**src/design/circle_octant_rasterizer_assert.svh**
```systemverilog
// Assertion macros shared by the circle rasterizer RTL.
`ifndef CIRCLE_OCTANT_RASTERIZER_ASSERT_SVH
`define CIRCLE_OCTANT_RASTERIZER_ASSERT_SVH

// Check a property on every clock edge outside reset.
`define COR_ASSERT(lbl, prop, msg) \
    lbl: assert property (@(posedge i_clk) disable iff (!i_rst_n) prop) else $error(msg);

// Check a property on every clock edge, reset included.
`define COR_ASSERT_ALWAYS(lbl, prop, msg) \
    lbl: assert property (@(posedge i_clk) prop) else $error(msg);

`endif

```
**src/design/cor_pkg.sv**
```systemverilog
// Shared constants, mirror tables and types of the circle rasterizer.
`timescale 1ns / 1ps
package cor_pkg;

    localparam int COORD_BITS_DEF  = 11;
    localparam int RADIUS_BITS_DEF = 10;

    // Request codes
    localparam logic REQ_START = 1'b0;
    localparam logic REQ_STEP  = 1'b1;

    // Decision update constants
    localparam int DEC_INIT     = 3;
    localparam int DEC_STEP_NEG = 6;
    localparam int DEC_STEP_POS = 10;

    // Eight mirrored points per octant position
    localparam int NUM_MIRROR = 8;
    localparam int IDX_BITS   = $clog2(NUM_MIRROR);
    localparam logic [IDX_BITS-1:0] LAST_IDX = IDX_BITS'(NUM_MIRROR - 1);

    // Point k: (x,y) (y,x) (-x,y) (y,-x) (-x,-y) (-y,-x) (x,-y) (-y,x)
    // bit k of SWAP: column offset uses y and row offset uses x
    localparam logic [NUM_MIRROR-1:0] MIR_SWAP   = 8'b1010_1010;
    localparam logic [NUM_MIRROR-1:0] MIR_NEG_DX = 8'b1011_0100;
    localparam logic [NUM_MIRROR-1:0] MIR_NEG_DY = 8'b0111_1000;

    // Status of the point serializer toward the top level
    typedef struct packed {
        logic busy;     // a descriptor is being sent out
        logic free;     // a new descriptor may load at this edge
    } t_emit_stat;

endpackage

```
**src/design/cor_step.sv**
```systemverilog
// Next walk state and emit descriptor for one start or step request.
`timescale 1ns / 1ps
module cor_step
    import cor_pkg::*;
#(
    parameter int COORD_BITS  = COORD_BITS_DEF,
    parameter int RADIUS_BITS = RADIUS_BITS_DEF
) (
    input  logic                   i_req_type,
    input  logic [COORD_BITS-1:0]  i_center_x,
    input  logic [COORD_BITS-1:0]  i_center_y,
    input  logic [RADIUS_BITS-1:0] i_radius,
    input  logic [RADIUS_BITS-1:0] i_x,
    input  logic [RADIUS_BITS-1:0] i_y,
    input  logic [RADIUS_BITS+2:0] i_dec,
    input  logic [COORD_BITS-1:0]  i_cx,
    input  logic [COORD_BITS-1:0]  i_cy,
    input  logic                   i_walking,
    output logic [RADIUS_BITS-1:0] o_x,
    output logic [RADIUS_BITS-1:0] o_y,
    output logic [RADIUS_BITS+2:0] o_dec,
    output logic [COORD_BITS-1:0]  o_cx,
    output logic [COORD_BITS-1:0]  o_cy,
    output logic                   o_walking,
    output logic                   o_done
);

    localparam int DEC_BITS = RADIUS_BITS + 3;

    logic                   w_neg;
    logic [DEC_BITS-1:0]    w_x4;
    logic [DEC_BITS-1:0]    w_y4;
    logic [DEC_BITS-1:0]    w_dec_step;
    logic [DEC_BITS-1:0]    w_dec_init;
    logic [RADIUS_BITS:0]   w_xn;
    logic [RADIUS_BITS:0]   w_yn;
    logic                   w_end;

    // Decision update from the old position
    assign w_neg      = i_dec[DEC_BITS-1];
    assign w_x4       = {1'b0, i_x, 2'b00};
    assign w_y4       = {1'b0, i_y, 2'b00};
    assign w_dec_step = w_neg ? (i_dec + w_x4 + DEC_BITS'(DEC_STEP_NEG))
                              : (i_dec + w_x4 - w_y4 + DEC_BITS'(DEC_STEP_POS));
    assign w_dec_init = DEC_BITS'(DEC_INIT) - {2'b00, i_radius, 1'b0};

    // Advance x, drop y on a non-negative decision, end once x passes y or y would drop below zero
    assign w_xn  = {1'b0, i_x} + (RADIUS_BITS+1)'(1);
    assign w_yn  = w_neg ? {1'b0, i_y} : ({1'b0, i_y} - (RADIUS_BITS+1)'(1));
    assign w_end = (!w_neg && (i_y == '0)) || (w_xn > w_yn);

    always_comb begin
        o_x       = i_x;
        o_y       = i_y;
        o_dec     = i_dec;
        o_cx      = i_cx;
        o_cy      = i_cy;
        o_walking = i_walking;
        o_done    = 1'b0;
        if (i_req_type == REQ_START) begin
            o_x       = '0;
            o_y       = i_radius;
            o_dec     = w_dec_init;
            o_cx      = i_center_x;
            o_cy      = i_center_y;
            o_walking = 1'b1;
        end else if (!i_walking || w_end) begin
            o_walking = 1'b0;
            o_done    = 1'b1;
        end else begin
            o_x   = w_xn[RADIUS_BITS-1:0];
            o_y   = w_yn[RADIUS_BITS-1:0];
            o_dec = w_dec_step;
        end
    end

endmodule

```
**src/design/cor_emit.sv**
```systemverilog
// Serializer that sends the eight mirrored points or the done result.
`timescale 1ns / 1ps
module cor_emit
    import cor_pkg::*;
#(
    parameter int COORD_BITS  = COORD_BITS_DEF,
    parameter int RADIUS_BITS = RADIUS_BITS_DEF
) (
    input  logic                          i_clk,
    input  logic                          i_rst_n,
    input  logic                          i_load,
    input  logic [COORD_BITS-1:0]         i_cx,
    input  logic [COORD_BITS-1:0]         i_cy,
    input  logic [RADIUS_BITS-1:0]        i_x,
    input  logic [RADIUS_BITS-1:0]        i_y,
    input  logic                          i_done,
    input  logic                          i_ready,
    output logic                          o_valid,
    output logic signed [COORD_BITS+1:0]  o_pixel_x,
    output logic signed [COORD_BITS+1:0]  o_pixel_y,
    output logic                          o_pixel_valid,
    output logic                          o_circle_done,
    output logic                          o_last_of_item,
    output t_emit_stat                    o_stat
);

    localparam int PIX_BITS = COORD_BITS + 2;
    localparam int WIDE     = (PIX_BITS > RADIUS_BITS) ? PIX_BITS : RADIUS_BITS + 1;

    logic                   r_busy;
    logic [IDX_BITS-1:0]    r_idx;
    logic [COORD_BITS-1:0]  r_cx;
    logic [COORD_BITS-1:0]  r_cy;
    logic [RADIUS_BITS-1:0] r_x;
    logic [RADIUS_BITS-1:0] r_y;
    logic                   r_done;

    logic                   w_last;
    logic                   w_fire;
    logic [RADIUS_BITS-1:0] w_off_x;
    logic [RADIUS_BITS-1:0] w_off_y;
    logic [WIDE-1:0]        w_sum_x;
    logic [WIDE-1:0]        w_sum_y;

    assign w_last = r_done || (r_idx == LAST_IDX);
    assign w_fire = r_busy && i_ready;

    // Hold the descriptor and count the mirrored points
    always_ff @(posedge i_clk) begin
        if (!i_rst_n) begin
            r_busy <= 1'b0;
            r_idx  <= '0;
        end else if (i_load) begin
            r_busy <= 1'b1;
            r_idx  <= '0;
        end else if (w_fire && w_last) begin
            r_busy <= 1'b0;
        end else if (w_fire) begin
            r_idx  <= r_idx + IDX_BITS'(1);
        end
    end

    always_ff @(posedge i_clk) begin
        if (i_load) begin
            r_cx   <= i_cx;
            r_cy   <= i_cy;
            r_x    <= i_x;
            r_y    <= i_y;
            r_done <= i_done;
        end
    end

    // Mirror the octant point and add the center
    assign w_off_x = MIR_SWAP[r_idx] ? r_y : r_x;
    assign w_off_y = MIR_SWAP[r_idx] ? r_x : r_y;
    assign w_sum_x = MIR_NEG_DX[r_idx] ? (WIDE'(r_cx) - WIDE'(w_off_x))
                                       : (WIDE'(r_cx) + WIDE'(w_off_x));
    assign w_sum_y = MIR_NEG_DY[r_idx] ? (WIDE'(r_cy) - WIDE'(w_off_y))
                                       : (WIDE'(r_cy) + WIDE'(w_off_y));

    assign o_valid        = r_busy;
    assign o_pixel_x      = r_done ? '0 : signed'(w_sum_x[PIX_BITS-1:0]);
    assign o_pixel_y      = r_done ? '0 : signed'(w_sum_y[PIX_BITS-1:0]);
    assign o_pixel_valid  = !r_done;
    assign o_circle_done  = r_done;
    assign o_last_of_item = w_last;

    assign o_stat.busy = r_busy;
    assign o_stat.free = !r_busy || (i_ready && w_last);

endmodule

```
**src/design/circle_octant_rasterizer.sv**
```systemverilog
// Top level of the midpoint circle rasterizer.
//
// A start transaction (req_type 0) latches center and radius and yields the eight
// mirrored points of (0, radius); each step transaction (req_type 1) advances the
// octant walk and yields eight more points, or one done result once x passes y or
// when no circle is active. Points leave one per cycle on the result channel when
// results are taken at once; the single-point result port sets that rate. The walk
// state updates in the cycle an item is accepted, and the next item is accepted in
// the same cycle that the last result of the previous one is taken, so items follow
// without a gap.
`timescale 1ns / 1ps
`include "circle_octant_rasterizer_assert.svh"
module circle_octant_rasterizer
    import cor_pkg::*;
#(
    parameter int COORD_BITS  = COORD_BITS_DEF,
    parameter int RADIUS_BITS = RADIUS_BITS_DEF
) (
    input  logic                          i_clk,
    input  logic                          i_rst_n,
    input  logic                          i_valid,
    output logic                          o_ready,
    input  logic                          i_req_type,
    input  logic [COORD_BITS-1:0]         i_center_x,
    input  logic [COORD_BITS-1:0]         i_center_y,
    input  logic [RADIUS_BITS-1:0]        i_radius,
    output logic                          o_valid,
    input  logic                          i_ready,
    output logic signed [COORD_BITS+1:0]  o_pixel_x,
    output logic signed [COORD_BITS+1:0]  o_pixel_y,
    output logic                          o_pixel_valid,
    output logic                          o_circle_done,
    output logic                          o_last_of_item
);

    localparam int DEC_BITS = RADIUS_BITS + 3;

    logic [RADIUS_BITS-1:0] r_x;
    logic [RADIUS_BITS-1:0] r_y;
    logic [DEC_BITS-1:0]    r_dec;
    logic [COORD_BITS-1:0]  r_cx;
    logic [COORD_BITS-1:0]  r_cy;
    logic                   r_walking;

    logic [RADIUS_BITS-1:0] n_x;
    logic [RADIUS_BITS-1:0] n_y;
    logic [DEC_BITS-1:0]    n_dec;
    logic [COORD_BITS-1:0]  n_cx;
    logic [COORD_BITS-1:0]  n_cy;
    logic                   n_walking;
    logic                   w_done;
    logic                   w_accept;
    t_emit_stat             w_stat;

    assign o_ready  = w_stat.free;
    assign w_accept = i_valid && o_ready;

    cor_step #(
        .COORD_BITS  (COORD_BITS),
        .RADIUS_BITS (RADIUS_BITS)
    ) u_step (
        .i_req_type (i_req_type),
        .i_center_x (i_center_x),
        .i_center_y (i_center_y),
        .i_radius   (i_radius),
        .i_x        (r_x),
        .i_y        (r_y),
        .i_dec      (r_dec),
        .i_cx       (r_cx),
        .i_cy       (r_cy),
        .i_walking  (r_walking),
        .o_x        (n_x),
        .o_y        (n_y),
        .o_dec      (n_dec),
        .o_cx       (n_cx),
        .o_cy       (n_cy),
        .o_walking  (n_walking),
        .o_done     (w_done)
    );

    // Commit the walk state on each accepted transaction
    always_ff @(posedge i_clk) begin
        if (!i_rst_n) begin
            r_x       <= '0;
            r_y       <= '0;
            r_dec     <= '0;
            r_cx      <= '0;
            r_cy      <= '0;
            r_walking <= 1'b0;
        end else if (w_accept) begin
            r_x       <= n_x;
            r_y       <= n_y;
            r_dec     <= n_dec;
            r_cx      <= n_cx;
            r_cy      <= n_cy;
            r_walking <= n_walking;
        end
    end

    cor_emit #(
        .COORD_BITS  (COORD_BITS),
        .RADIUS_BITS (RADIUS_BITS)
    ) u_emit (
        .i_clk          (i_clk),
        .i_rst_n        (i_rst_n),
        .i_load         (w_accept),
        .i_cx           (n_cx),
        .i_cy           (n_cy),
        .i_x            (n_x),
        .i_y            (n_y),
        .i_done         (w_done),
        .i_ready        (i_ready),
        .o_valid        (o_valid),
        .o_pixel_x      (o_pixel_x),
        .o_pixel_y      (o_pixel_y),
        .o_pixel_valid  (o_pixel_valid),
        .o_circle_done  (o_circle_done),
        .o_last_of_item (o_last_of_item),
        .o_stat         (w_stat)
    );

    // Done results carry no point and close their transaction
    `COR_ASSERT(a_done_alone, (o_valid && o_circle_done) |-> (!o_pixel_valid && o_last_of_item), "done result carries a point")
    // No new transaction while a point other than the last is pending
    `COR_ASSERT(a_no_overlap, (w_stat.busy && !o_last_of_item) |-> !o_ready, "input taken mid burst")
    // A start always leaves a walk active
    `COR_ASSERT(a_start_walks, (w_accept && (i_req_type == REQ_START)) |=> r_walking, "start did not activate walk")
    // Reset empties the result channel
    `COR_ASSERT_ALWAYS(a_reset_idle, !i_rst_n |=> !o_valid, "result valid after reset")

endmodule
```
**config.mk**
```make
export PLATFORM = sky130hd
export DESIGN_NAME = circle_octant_rasterizer
export DESIGN_NICKNAME = d
export VERILOG_FILES = /design/src/design/cor_pkg.sv /design/src/design/cor_step.sv /design/src/design/cor_emit.sv /design/src/design/circle_octant_rasterizer.sv
export VERILOG_INCLUDE_DIRS = /design/src /design/src/design
export SDC_FILE = /design/constraint.sdc
export NUM_CORES = 1
export LEC_CHECK = 0
export BUFFER_PORTS_ARGS = -buffer_cell sky130_fd_sc_hd__clkbuf_2
export CAP_MARGIN = 20
export CORE_MARGIN = 2
export CORE_UTILIZATION = 50
export CTS_CLUSTER_SIZE = 24
export DETAILED_ROUTE_END_ITERATION = 6
export HOLD_SLACK_MARGIN = 0.15
export PLACE_DENSITY_LB_ADDON = 0.3
export SLEW_MARGIN = 0
export SYNTH_ARGS = -nofsm -noshare
export SYNTH_HDL_FRONTEND = slang
export SYNTH_HIERARCHICAL = 1
export SYNTH_SLANG_ARGS = --single-unit
```
**constraint.sdc**
```tcl
create_clock -name i_clk -period 8.65 [get_ports i_clk]
set_input_delay 0.4325 -clock i_clk [delete_from_list [all_inputs] [get_ports i_clk]]
set_output_delay 0.4325 -clock i_clk [all_outputs]
set_load 0.01 [all_outputs]
```
## Word level (Yosys, flattened, before mapping)

Memories as Yosys holds them, arrays and structs flattened. A register that Yosys moved wholly into a read port is not among the register bits.
Cells that the tools add are included.

- Bits in read-only memories: 24
- Memories kept: 3
- Flip-flop bits (word level): 103
- Word-level logic and storage cells: 84
- Input bits: 37
- Output and inout bits: 31

Memories:

| memory | depth | bits a word | read ports | clocked after Yosys merged registers in | write ports | line | text |
|---|---|---|---|---|---|---|---|
| (name not given) | 8 | 1 | 1 | 1 | 0 | cor_emit.sv:74 | `assign w_off_x = MIR_SWAP[r_idx] ? r_y : r_x;` |
| (name not given) | 8 | 1 | 1 | 1 | 0 | cor_emit.sv:78 | `assign w_sum_y = MIR_NEG_DY[r_idx] ? (WIDE'(r_cy) - WIDE'(w_off_y))` |
| (name not given) | 8 | 1 | 1 | 1 | 0 | cor_emit.sv:76 | `assign w_sum_x = MIR_NEG_DX[r_idx] ? (WIDE'(r_cx) - WIDE'(w_off_x))` |

- Add/subtract/negate cells: 12
- Bitwise logic cells: 2
- Reduce and logical (&&, ||, !) cells: 19
- Order comparisons: 2
- Eq/ne operators: 3
- Mux-type cells: 30

Operator list:

| cell | number |
|---|---|
| 13-bit 2-to-1 mux | 7 |
| 10-bit 2-to-1 mux | 6 |
| 11-bit 2-to-1 mux | 3 |
| 11-bit by 10-bit adder with 12-bit output | 2 |
| 11-bit by 10-bit subtractor with 12-bit output | 2 |
| 3-bit 2-to-1 mux | 6 |
| 13-bit by 12-bit adder with 13-bit output | 1 |
| 13-bit by 3-bit adder with 13-bit output (second input constant) | 1 |
| 13-bit by 4-bit adder with 13-bit output (second input constant) | 1 |
| 13-bit by 12-bit subtractor with 13-bit output | 1 |
| 2-bit by 11-bit subtractor with 12-bit output (first input constant) | 1 |
| 10-bit by 1-bit adder with 11-bit output (second input constant) | 1 |
| 11-bit > comparator | 1 |
| 10-bit by 1-bit subtractor with 11-bit output (second input constant) | 1 |
| 10-bit logical NOT | 1 |
| 1-bit 2-to-1 mux | 8 |
| 2-bit AND reduction | 3 |
| 1-bit logical AND | 5 |
| 1-bit logical NOT | 4 |
| 1-bit logical OR | 4 |
| 3-bit by 4-bit < comparator with 1-bit output (second input constant) | 1 |
| 3-bit by 1-bit adder with 3-bit output (second input constant) | 1 |
| 3-bit equality test (second input constant) | 1 |
| 2-bit by 1-bit != test with 1-bit output (second input constant) | 1 |
| 4 further kinds | 5 |

## Longest topological paths before layout

- Depth in word-level cells: 7
- Gate-level depth with buffers: 19
- Gate-level depth less buffers: 18

## Modules after synthesis

Netlist, hierarchy kept.

Modules (own cells, without submodules):

| module | times used | area each (µm²) | cells each | sequential area each (µm²) |
|---|---|---|---|---|
| cor_emit | 1 | 3,881.2 | 404 | 1,431.4 |
| cor_step | 1 | 3,141.8 | 432 | 0.0 |
| circle_octant_rasterizer | 1 | 2,275.9 | 255 | 1,121.1 |

## Worst setup path after synthesis

OpenSTA, ideal clock, no wires.

- Path type: register to register
- From: reg, netlist name r_y[0]
- To: reg, netlist name r_y[9]
- Slack: 5.078 ns
- Data arrival time: 3.503 ns
- Cell stages (with the launch flop): 17
- Data required time: 8.581 ns
- Path buffers: 1
- Library setup time: 0.069 ns
- Clock period less this slack: 3.572 ns
- Cells stage by stage: dfxtp_1 > inv_1 > ha_1 > nand2_1 > nor3_1 > nand2_1 > or3_1 > ha_1 > a21o_1 > a211o_1 > o31ai_2 > clkbuf_1 > nand4_1 > xnor2_1 > a21oi_1 > nand4_1 > o21ai_1

==> flow_summary.toml <==
[clock_tree]
cts_tree = "built"
clock_path_buffers = 2
cts_setup_buffers = 0
htree_levels = 3
cts_root_buf = "clkbuf_16"
cts_buffers = 9
clock-sinks = 105
cts_resized = 0
insertion_delay_ns = 0.35
cts.clk_slew.worst_paths_ns = 0.07
hold_buffers = 0

[route]
drt_iter0_drc = 578
drt-total-wl_mm = 22.33
antenna_left = 0
post_drt_via_cell_ratio = 5.873
drc = 2
drt-wirelength-per-cell_um = 16.64
drt_pass1_iterations = 7
num_vias = 7881

[power_and_ir_drop]
leakagePower_nw = 4.131
power_frac_seq = 0.373
pwr-share-clk = 0.267
switching_power_mw = 0.5446
p_sw_frac = 0.3506
power_density_nw_per_um2 = 157.0
ir_drop_uv = 99.65
comb_power_share = 0.360
internal_power_mw = 1.008

[yosys]
avgSynthCellArea_um2 = 8.522
syn_area_um2 = 9246
syn-instance-count = 1085
ys_warn_count = 6
syn_nets = 1217

[critical_path]
arrival_ns = 5.08
end_kind = "register"
rrSetupSlack_ns = 3.80
reg2regPathDepth = 14
crit_path_end = "r_y[1]"
cp-start-kind = "register"
cp_data_required_time_ns = 8.87
r2r-start = "r_dec[12]"
rr_endpoint = "r_y[1]"
critPathKind = "reg -> reg"
timing.critical_path.from = "r_dec[12]"
critPathMaxFanout = 20

[hold_path]
hold_class = "in -> reg"

[sta]
worst_slew_pin_slew_ns = 1.157
finalHoldViolations = 0
tns_ns = 0
timing.fmax_mhz = 206.1
setup_viol = 0
drv_slew = 0
fin_skew_ns = 0.007933
rsz0062_at_grt = "no"
holdWs_ns = 0.4077
finalCriticalPeriod_ns = 4.852
worst_slew_margin_rel = 0.2265
fin_crit_sh = 0.5609

[status]
failed_checks = "design-rule violations"
status = "finished, violations left"

[place]
gp_routability_congestion = 0.8969
numPortBuffers = 67
hpwl_mm = 16.33

[global_route]
met3_usage = 0.02325
grt.total_usage = 0.2244
overflow = 0
grt_pass1_wl_mm = 36.73
busiest_layer = "met2"
antenna_found_initial = 0
gr-usage-met1 = 0.3172
grt_pass1_vias = 7267
grt_max_degree = 112
met2_usage = 0.3707

[floorplan]
fp.dieH_um = 140.0
num_io_pins = 68
rows = 49
die_w_um = 140.0
die-area_um2 = 19600
initial_utilization = 0.5130
core_area_um2 = 18020

[job]
cap_viol_max_count = 0

[layout]
drive_gt1_frac = 0.1626
diodes = 0
nets = 1240
syn2layout_area_growth_pct = 6.969
[registers in the layout, summed over array words and instances (netlist names), named ones only]
| signal | flops |
|---|---|
| u_emit/o_circle_done | 1 |
| r_walking | 1 |
| u_emit/r_y | 10 |
| r_cy | 11 |
| u_emit/r_idx | 3 |
| r_y | 10 |
| r_cx | 11 |
| r_dec | 12 |
| u_emit/o_valid | 1 |
| r_x | 10 |
| u_emit/r_cx | 11 |
| u_emit/r_x | 10 |
| u_emit/r_cy | 11 |
[placed cells by master, fill, tap and decap left out, types with 35 or more instances in the layout]
| cell | n |
|---|---|
| nand2_1 | 98 |
| ha_1 | 90 |
| nor2_1 | 84 |
| inv_1 | 71 |
| clkbuf_2 | 66 |
| nand4_1 | 64 |
| dfxtp_1 | 62 |
| a21oi_1 | 56 |
| xnor2_1 | 50 |
| edfxtp_1 | 43 |
| mux2i_1 | 35 |
[through the flow]
step                setup WS (ns)  utilization  total power [mW]  cell area, um^2  std cells
global route                3.477       0.5487             1.645             9891       1342
CTS                         3.879       0.5487             1.553             9891       1342
global placement            4.075       0.5322             1.133             9593       1326
finish                      3.798       0.5487             1.553             9891       1342
detailed placement          3.899       0.5322             1.141             9593       1326
floorplan                   5.078            -             1.016             9246       1085
[how the worst min path moves through the flow]
stage | start | depth (start not counted) | endpoint | slack [ns]
finish | i_center_y[5] | 2 | u_emit/r_cy[5] | 0.41
global route | i_center_y[4] | 2 | u_emit/r_cy[4] | 0.40
CTS | i_center_y[4] | 2 | u_emit/r_cy[4] | 0.40
detailed placement | r_cx[1] | 2 | r_cx[1] | 0.44
global placement | r_cy[8] | 2 | r_cy[8] | 0.43
floorplan | r_cx[0] | 2 | r_cx[0] | 0.42
[final cells by class]
type | instances | area, um^2
fillers | 1726 | 8134
clock buffers | 10 | 229.0
repair buffers | 75 | 397.9
multi-input cells | 843 | 6098
flip-flops and latches | 105 | 2532
well taps | 229 | 286.5
inverters | 74 | 277.8
clock inverters | 6 | 68.82
[per-layer routing]
| metal | vias to the layer above | wire length, um |
|---|---|---|
| met5 | - | 0 |
| li1 | 3951 | - |
| met4 | 0 | 272 |
| met2 | 201 | 10390 |
| met3 | 17 | 948 |
| met1 | 3712 | 10720 |
[worst max-delay path: stages, from the launching register on]
cell and delay [ns]:
dfxtp_1 0.56, inv_1 0.45, nand2_1 0.15, nor3_1 0.48, nand2_1 0.19, or3_1 0.38
ha_1 0.32, a21o_1 0.20, a211o_1 0.29, o31ai_2 0.49, and2_1 0.63, a21oi_1 0.13
mux2_2 0.29, nand4_1 0.09, o21ai_2 0.07
[power groups by stage]
stage                     logic, mW  registers [mW]  clock network (mW)
after floorplan               0.437           0.579                   0
after global placement        0.544           0.589                   0
after detailed placement      0.551           0.590                   0
after CTS                     0.554           0.579               0.420
after global routing          0.622           0.583               0.439
final                         0.559           0.579               0.415
Note: power is estimated with default switching activity, not from simulation.
